`config.mk`:
```
export PLATFORM = sky130hd
export DESIGN_NAME = bpsc_mac
export DESIGN_NICKNAME = d
export VERILOG_FILES = /design/src/bpsc_pkg.sv /design/src/bpsc_mac.sv
export SDC_FILE = /design/constraint.sdc
export NUM_CORES = 2
export LEC_CHECK = 0
export BUFFER_PORTS_ARGS = -buffer_cell sky130_fd_sc_hd__buf_2
export CAP_MARGIN = 20
export CORE_ASPECT_RATIO = 0.7
export CORE_MARGIN = 2
export CORE_UTILIZATION = 55
export DETAILED_ROUTE_END_ITERATION = 6
export GPL_TIMING_DRIVEN = 1
export PLACE_DENSITY = 0.72
export SYNTH_ARGS = -nofsm -noshare
export SYNTH_HDL_FRONTEND = slang
export SYNTH_SLANG_ARGS = --single-unit
```
`constraint.sdc`:
```
create_clock -name clk -period 12.5 [get_ports clk]
set_clock_uncertainty 0.2 [all_clocks]
set_input_delay 0 -clock clk [delete_from_list [all_inputs] [get_ports clk]]
set_output_delay 0 -clock clk [all_outputs]
set_load 0.05 [all_outputs]
```
`src/bpsc_pkg.sv`:
```
`timescale 1ns / 1ps
// Package for the bone pose space converter: word types, micro-op table,
// rounding and saturation helpers. Used by every module in src; no dependencies.
package bpsc_pkg;

	// Input word: one bone as it arrives
	typedef struct packed {
		logic [7:0]         parent_index;
		logic signed [15:0] rot_w;
		logic signed [15:0] rot_x;
		logic signed [15:0] rot_y;
		logic signed [15:0] rot_z;
		logic signed [31:0] pos_x;
		logic signed [31:0] pos_y;
		logic signed [31:0] pos_z;
		logic               last_bone;
	} item_t;

	// Result word
	typedef struct packed {
		logic signed [15:0] out_w;
		logic signed [15:0] out_x;
		logic signed [15:0] out_y;
		logic signed [15:0] out_z;
		logic signed [31:0] out_px;
		logic signed [31:0] out_py;
		logic signed [31:0] out_pz;
		logic               pose_end;
		logic               parent_error;
	} result_t;

	// One stored mesh-space bone
	typedef struct packed {
		logic signed [15:0] rot_w;
		logic signed [15:0] rot_x;
		logic signed [15:0] rot_y;
		logic signed [15:0] rot_z;
		logic signed [31:0] pos_x;
		logic signed [31:0] pos_y;
		logic signed [31:0] pos_z;
	} bone_t;

	// Shared multiplier operand widths
	localparam int OPA_W  = 17;   // parent quaternion, conjugate needs +32768
	localparam int OPB_W  = 36;   // rotation, vector or cross term
	localparam int PROD_W = OPA_W + OPB_W;

	// Register indexes
	localparam logic CFG_DIRECTION = 1'b0;
	localparam logic CFG_WITH_TRANS = 1'b1;

	// B operand select codes
	localparam logic [3:0] B_QW = 4'd0;
	localparam logic [3:0] B_QX = 4'd1;
	localparam logic [3:0] B_QY = 4'd2;
	localparam logic [3:0] B_QZ = 4'd3;
	localparam logic [3:0] B_VX = 4'd4;
	localparam logic [3:0] B_VY = 4'd5;
	localparam logic [3:0] B_VZ = 4'd6;
	localparam logic [3:0] B_TX = 4'd7;
	localparam logic [3:0] B_TY = 4'd8;
	localparam logic [3:0] B_TZ = 4'd9;

	// Accumulation destinations
	localparam logic [3:0] D_RW = 4'd0;
	localparam logic [3:0] D_RX = 4'd1;
	localparam logic [3:0] D_RY = 4'd2;
	localparam logic [3:0] D_RZ = 4'd3;
	localparam logic [3:0] D_TX = 4'd4;
	localparam logic [3:0] D_TY = 4'd5;
	localparam logic [3:0] D_TZ = 4'd6;
	localparam logic [3:0] D_PX = 4'd7;
	localparam logic [3:0] D_PY = 4'd8;
	localparam logic [3:0] D_PZ = 4'd9;

	// Sequence points
	localparam logic [4:0] STEP_QEND = 5'd15;   // last quaternion product op
	localparam logic [4:0] STEP_TEND = 5'd21;   // last cross product op
	localparam logic [4:0] STEP_ROT  = 5'd22;   // first rotation op
	localparam logic [4:0] STEP_END  = 5'd30;

	typedef struct packed {
		logic [1:0] a;       // parent quaternion component
		logic [3:0] b;
		logic       neg;
		logic       first;
		logic       last;
		logic [3:0] dest;
	} op_t;

	// Control into the multiply-accumulate unit
	typedef struct packed {
		logic       valid;
		logic       neg;
		logic       first;
		logic       last;
		logic [3:0] dest;
	} mac_ctl_t;

	// Finished sum out of the unit
	typedef struct packed {
		logic       valid;
		logic [3:0] dest;
	} mac_res_t;

	function automatic op_t mk(input logic [1:0] a, input logic [3:0] b, input logic neg,
		input logic first, input logic last, input logic [3:0] dest);
		op_t o;
		o.a = a; o.b = b; o.neg = neg; o.first = first; o.last = last; o.dest = dest;
		return o;
	endfunction

	// Micro-op table: quaternion product, cross term, then rotation
	function automatic op_t op_at(input logic [4:0] step);
		op_t o;
		case (step)
			5'd0:  o = mk(2'd0, B_QW, 1'b0, 1'b1, 1'b0, D_RW);
			5'd1:  o = mk(2'd1, B_QX, 1'b1, 1'b0, 1'b0, D_RW);
			5'd2:  o = mk(2'd2, B_QY, 1'b1, 1'b0, 1'b0, D_RW);
			5'd3:  o = mk(2'd3, B_QZ, 1'b1, 1'b0, 1'b1, D_RW);
			5'd4:  o = mk(2'd0, B_QX, 1'b0, 1'b1, 1'b0, D_RX);
			5'd5:  o = mk(2'd1, B_QW, 1'b0, 1'b0, 1'b0, D_RX);
			5'd6:  o = mk(2'd2, B_QZ, 1'b0, 1'b0, 1'b0, D_RX);
			5'd7:  o = mk(2'd3, B_QY, 1'b1, 1'b0, 1'b1, D_RX);
			5'd8:  o = mk(2'd0, B_QY, 1'b0, 1'b1, 1'b0, D_RY);
			5'd9:  o = mk(2'd1, B_QZ, 1'b1, 1'b0, 1'b0, D_RY);
			5'd10: o = mk(2'd2, B_QW, 1'b0, 1'b0, 1'b0, D_RY);
			5'd11: o = mk(2'd3, B_QX, 1'b0, 1'b0, 1'b1, D_RY);
			5'd12: o = mk(2'd0, B_QZ, 1'b0, 1'b1, 1'b0, D_RZ);
			5'd13: o = mk(2'd1, B_QY, 1'b0, 1'b0, 1'b0, D_RZ);
			5'd14: o = mk(2'd2, B_QX, 1'b1, 1'b0, 1'b0, D_RZ);
			5'd15: o = mk(2'd3, B_QW, 1'b0, 1'b0, 1'b1, D_RZ);
			5'd16: o = mk(2'd2, B_VZ, 1'b0, 1'b1, 1'b0, D_TX);
			5'd17: o = mk(2'd3, B_VY, 1'b1, 1'b0, 1'b1, D_TX);
			5'd18: o = mk(2'd3, B_VX, 1'b0, 1'b1, 1'b0, D_TY);
			5'd19: o = mk(2'd1, B_VZ, 1'b1, 1'b0, 1'b1, D_TY);
			5'd20: o = mk(2'd1, B_VY, 1'b0, 1'b1, 1'b0, D_TZ);
			5'd21: o = mk(2'd2, B_VX, 1'b1, 1'b0, 1'b1, D_TZ);
			5'd22: o = mk(2'd0, B_TX, 1'b0, 1'b1, 1'b0, D_PX);
			5'd23: o = mk(2'd2, B_TZ, 1'b0, 1'b0, 1'b0, D_PX);
			5'd24: o = mk(2'd3, B_TY, 1'b1, 1'b0, 1'b1, D_PX);
			5'd25: o = mk(2'd0, B_TY, 1'b0, 1'b1, 1'b0, D_PY);
			5'd26: o = mk(2'd3, B_TX, 1'b0, 1'b0, 1'b0, D_PY);
			5'd27: o = mk(2'd1, B_TZ, 1'b1, 1'b0, 1'b1, D_PY);
			5'd28: o = mk(2'd0, B_TZ, 1'b0, 1'b1, 1'b0, D_PZ);
			5'd29: o = mk(2'd1, B_TY, 1'b0, 1'b0, 1'b0, D_PZ);
			5'd30: o = mk(2'd2, B_TX, 1'b1, 1'b0, 1'b1, D_PZ);
			default: o = mk(2'd0, B_QW, 1'b0, 1'b0, 1'b0, D_RW);
		endcase
		return o;
	endfunction

	function automatic logic signed [15:0] sat16(input logic signed [37:0] v);
		if (v > 38'sd32767)
			return 16'sh7fff;
		else if (v < -38'sd32768)
			return 16'sh8000;
		else
			return v[15:0];
	endfunction

	function automatic logic signed [31:0] sat32(input logic signed [39:0] v);
		if (v > 40'sd2147483647)
			return 32'sh7fffffff;
		else if (v < -40'sd2147483648)
			return 32'sh80000000;
		else
			return v[31:0];
	endfunction

endpackage

```
`src/bpsc_mac.sv`:
```
`timescale 1ns / 1ps
// Shared multiply-accumulate unit: registered 17x36 product, then signed accumulate.
// Depends on bpsc_pkg for widths and control structs.
module bpsc_mac (
	input  logic                                    clk,
	input  logic                                    arst_n,
	input  logic signed [bpsc_pkg::OPA_W-1:0]       op_a,
	input  logic signed [bpsc_pkg::OPB_W-1:0]       op_b,
	input  bpsc_pkg::mac_ctl_t                      ctl,
	output bpsc_pkg::mac_res_t                      res,
	output logic signed [bpsc_pkg::PROD_W-1:0]      acc
);

	logic signed [bpsc_pkg::PROD_W-1:0] prod_s1;
	bpsc_pkg::mac_ctl_t                 ctl_s1;
	logic signed [bpsc_pkg::PROD_W-1:0] acc_q;
	logic signed [bpsc_pkg::PROD_W-1:0] term;
	logic                               done_q;
	logic [3:0]                         dest_q;

	// multiply stage
	always_ff @(posedge clk) begin
		prod_s1 <= op_a * op_b;
	end

	always_ff @(posedge clk or negedge arst_n) begin
		if (!arst_n) begin
			ctl_s1 <= '0;
		end else begin
			ctl_s1 <= ctl;
		end
	end

	assign term = ctl_s1.neg ? -prod_s1 : prod_s1;

	// accumulate stage
	always_ff @(posedge clk) begin
		if (ctl_s1.valid) begin
			acc_q  <= (ctl_s1.first ? '0 : acc_q) + term;
			dest_q <= ctl_s1.dest;
		end
	end

	always_ff @(posedge clk or negedge arst_n) begin
		if (!arst_n) begin
			done_q <= 1'b0;
		end else begin
			done_q <= ctl_s1.valid & ctl_s1.last;
		end
	end

	assign res.valid = done_q;
	assign res.dest  = dest_q;
	assign acc       = acc_q;

endmodule

```
# Word level (Yosys, flattened, before mapping)
# Index checks and enable logic that the tools add are counted.
# op_classes
n_bitwise	1
n_addsub	2
n_mul	1
muxes	2
# op_table
op	count
$mux 53	2
$add 53x53->53	1
$mul 17x36->53	1
$neg 53->53	1
$and 1x1->1	1
# word_totals
register_bits	119
input_bits	63
elab_cells	15
output_inout_bits	58

# Longest topological paths before layout
# logic_depth
depth_word	3
ltp_mapped	27
ltp_nobuf	24

# Least setup slack after synthesis
# Ideal clock, no wire load.
# synth_path
path_type	input port to flip-flop
startpoint	in op_a[8] in the netlist's numbering
endpoint	reg prod_s1[47] in the netlist's numbering
stages	22
arrival_time_ns	6.004
setup_slack_ns	6.164
required_time_ns	12.168
setup_time_ns	0.132
n_path_buf	2
cell_sequence	clkbuf_1 > clkbuf_1 > nand2_1 > fa_1 > inv_1 > fa_1 > fa_1 > fa_1 > fa_1 > inv_1 > fa_1 > inv_1 > ha_1 > a21o_1 > a21o_1 > a2111oi_0 > nand3_1 > o211ai_1 > o21ai_0 > a211oi_1 > o21ai_0 > xor2_1
# synth_via
elab_chain_cells	1
# synth_lines
item	line_no	source
from (decl)	bpsc_mac.sv:7	input logic signed [bpsc_pkg::OPA_W-1:0] op_a,
$mul 17x36->53	bpsc_mac.sv:23	prod_s1 <= op_a * op_b;
to (signal assigned)	bpsc_mac.sv:23	
to (decl)	bpsc_mac.sv:14	logic signed [bpsc_pkg::PROD_W-1:0] prod_s1;
# No other way between the ends.
# A chain may end at the register's enable or synchronous reset.

# Final worst setup path
# layout_path
startpoint	in op_a[3] in the netlist's numbering
endpoint	reg prod_s1[51] in the netlist's numbering
# The elaborated chain is that of the path after synthesis.

==> impl_metrics.csv <==
group,metric,value,unit
worst_setup_path,criticalPathCategory,"in -> reg",
place,numPortBuffers,120,
sta,period_minus_slack,6.96,ns
clock_network,clk-insertion-delay-late,0.41,ns
layout,fin_nets,3896,
min_path,hold_class,"in -> reg",
clock_network,cts_tree,"done",
detailed_routing,drc_errors,0,
synthesis,synth_adder_area_share,49.7,%
job,drv_cap,0,
synthesis,synth_compound_area_share,8.45,%
worst_setup_path,crit_start,"op_a[3]",
layout,syn_to_final_growth,6.23,%
worst_setup_path,critPathCaptureType,"register",
layout,fillCellCount,4279,
synthesis,ys.flop_type,"edfxtp_1",
synthesis,ys_seq_elements,119,
synthesis,synthCells,3041,
layout,drive_gt1_share,5.80,%
synthesis,yosysWarnings,0,
clock_network,cts_buffers,17,
clock_network,clk_pin_slew_worst_paths,0.06,ns
worst_setup_path,critical_path.endpoint,"prod_s1[51]",
sta,drv_slew,0,
worst_setup_path,cp-start-kind,"input port",
worst_setup_path,cp_max_fo,36,
place,dp_hpwl,58400,um
detailed_routing,viasPerCell,5.59,
global_route,gr-total-overflow,0,
floorplan,die_h,192,um
synthesis,synth-edff-count,57,
worst_setup_path,r2r-start,"prod_s1[8]",
sta,worst_pin_slew,0.930,ns
clock_network,cts_max_level,4,
synthesis,yosys.cell_types.count,65,
detailed_routing,vias,21000,
detailed_routing,routed_wl,75000,um
synthesis,synthesis.area,27900,um2
worst_setup_path,r2r_cells,17,
synthesis,synthArstFlopShare,7.56,%
sta,hold_viol,0,
global_route,grt_max_degree,59,
place,gp_congestion,0.972,
synthesis,synthTopCellsByArea,"fa_1 42%, inv_1 8.1%, ha_1 7.9%",
floorplan,fp-row-count,68,
synthesis,synth.largest_area_cell,"fa_1",
worst_setup_path,r2r_end,"acc[50]",
detailed_routing,first_pass_iters,6,
sta,fin_tns_setup,0,ns
clock_network,cts.sinks,119,
synthesis,yosysSeqAreaShare,10.8,%
synthesis,ys_top_cells_by_count,"603 x inv_1, 582 x fa_1, 384 x nand2_1, 263 x and2_1, 176 x ha_1",
detailed_routing,routedWlPerCell,20.0,um
global_route,gr-usage-all-layers,29.9,%
floorplan,die_w,273,um
synthesis,synth_top_family_by_area,"adder cells",
clock_network,postCtsSetupBuffers,0,
synthesis,synth-xor-area-share,4.62,%
global_route,grt_pass1_wl,122000,um
sta,fin_hold_ws,0.0341,ns
floorplan,placeableCoreArea,49700,um2
sta,setup_viol,0,
status,status,"complete, no violations",
clock_network,cts_buffer_depth,2,
global_route,grt_pass1_vias,22500,
synthesis,muxShareOfSynthArea,0.0718,%
clock_network,cts_resized,0,
global_route,antenna_found_initial,1,
sta,post-route-period-util,55.7,%
sta,rsz0062_at_grt,"no",
sta,max_freq,144,MHz
worst_setup_path,rrSetupSlack,6.55,ns
worst_setup_path,crit_required,12.63,ns
synthesis,syn_avg_cell_area,9.17,um2
floorplan,io_pins,121,
sta,slew_headroom,37.8,%
clock_network,cts_root_buffer,"clkbuf_16",
detailed_routing,antenna_left,0,
synthesis,syn_nets,3862,
synthesis,synth_simple_gate_area_share,16.6,%
synthesis,netlist.area_leader.share,41.8,%
detailed_routing,drt_iter0_drc,1819,
synthesis,synth_most_common_cell,"inv_1",
floorplan,die_area,52500,um2
worst_setup_path,arrival,7.10,ns
floorplan,start_util,56.1,%
[cells by family (layout without fill, tap and decap cells)]
kind of cell	Yosys count	after routing
flip-flops	119	119
adder cells (fa/ha/maj)	758	758
XOR/XNOR	147	147
AO/OA/AOI/OAI	363	363
buffers and inverters	729	776
AND/OR/NAND/NOR	923	923
multiplexers	2	2
other	0	1
[worst max-delay path, stage by stage]
cell and delay (ns):
buf_2 0.67, nand2_1 0.19, fa_1 0.57, fa_1 0.52, fa_1 0.52, inv_1 0.05
fa_1 0.49, fa_1 0.56, inv_1 0.08, fa_1 0.48, inv_1 0.04, ha_1 0.34
a21oi_1 0.17, o21ai_0 0.20, a2111oi_0 0.43, nand3_1 0.12, o211ai_1 0.19, o21ai_0 0.24
a211oi_1 0.65, o21ai_0 0.29, a211oi_1 0.24
[worst min-delay path by stage]
stage	from	to	cells past startpoint
after detailed placement	arst_n	done_q	1
after CTS	ctl[4]	ctl_s1[4]	2
after floorplan	arst_n	ctl_s1[0]	0
after global routing	ctl[5]	ctl_s1[5]	2
after global placement	arst_n	ctl_s1[0]	1
final	ctl[4]	ctl_s1[4]	2
[per-layer routing]
| metal | global-route usage (%) | routed length [um] |
|---|---|---|
| met5 | 1.03 | 72 |
| met4 | 5.00 | 834 |
| met3 | 11.8 | 10400 |
| met2 | 43.5 | 30900 |
| met1 | 42.9 | 32900 |
[metrics by stage]
| stage | setup WS, ns | instance area (um2) | util, % | std cells |
|---|---|---|---|---|
| 3_3_place_gp | 5.39 | 28900 | 58.2 | 3710 |
| 5_1_grt | 4.92 | 29600 | 59.6 | 3754 |
| 3_5_place_dp | 5.22 | 28900 | 58.2 | 3710 |
| 2_1_floorplan | 6.16 | 27900 | - | 3041 |
| 6_report | 5.54 | 29600 | 59.6 | 3754 |
| 4_1_cts | 5.66 | 29600 | 59.6 | 3753 |
[sequential cells by signal (all words and copies together), names as in the netlist]
register,count
done_q,1
prod_s1,53
dest_q,4
ctl_s1,8
acc,53
[timing repair]
item                       CTS  global route
hold buffers                11             0
hold endpoints to repair    18             0
setup endpoints to repair    0             0
[area by class of cell]
class / count / area (um2) / area share (%)
antenna: 1 / 2.50 / 0.00845
multi-input combinational: 2193 / 22100 / 74.8
sequential: 119 / 3000 / 10.1
clock buffer: 19 / 475 / 1.61
clock inverter: 13 / 118 / 0.397
timing repair buffer: 141 / 786 / 2.65
inverter: 603 / 2260 / 7.64
tap: 665 / 832 / 2.81
[placed cells by master (no fill, tap or decap), drive strengths merged, types with 14 or more instances in the layout]
master	netlist	final
o21ai	77	77
inv	603	605
nor3	14	14
nand3	24	24
buf	2	130
o21bai	17	17
xor2	38	38
a21o	50	50
o31ai	20	20
fa	582	582
nor2	84	84
nand4	16	16
or3	18	18
a211oi	17	17
edfxtp	57	57
a21oi	96	96
nor2b	60	60
dfxtp	53	53
nand2	384	384
clkbuf	124	19
xnor2	109	109
nand2b	18	18
and2	264	264
ha	176	176
Power is not shown: default switching activity piles up to over one toggle a cycle in this logic, so the estimate is an artifact.
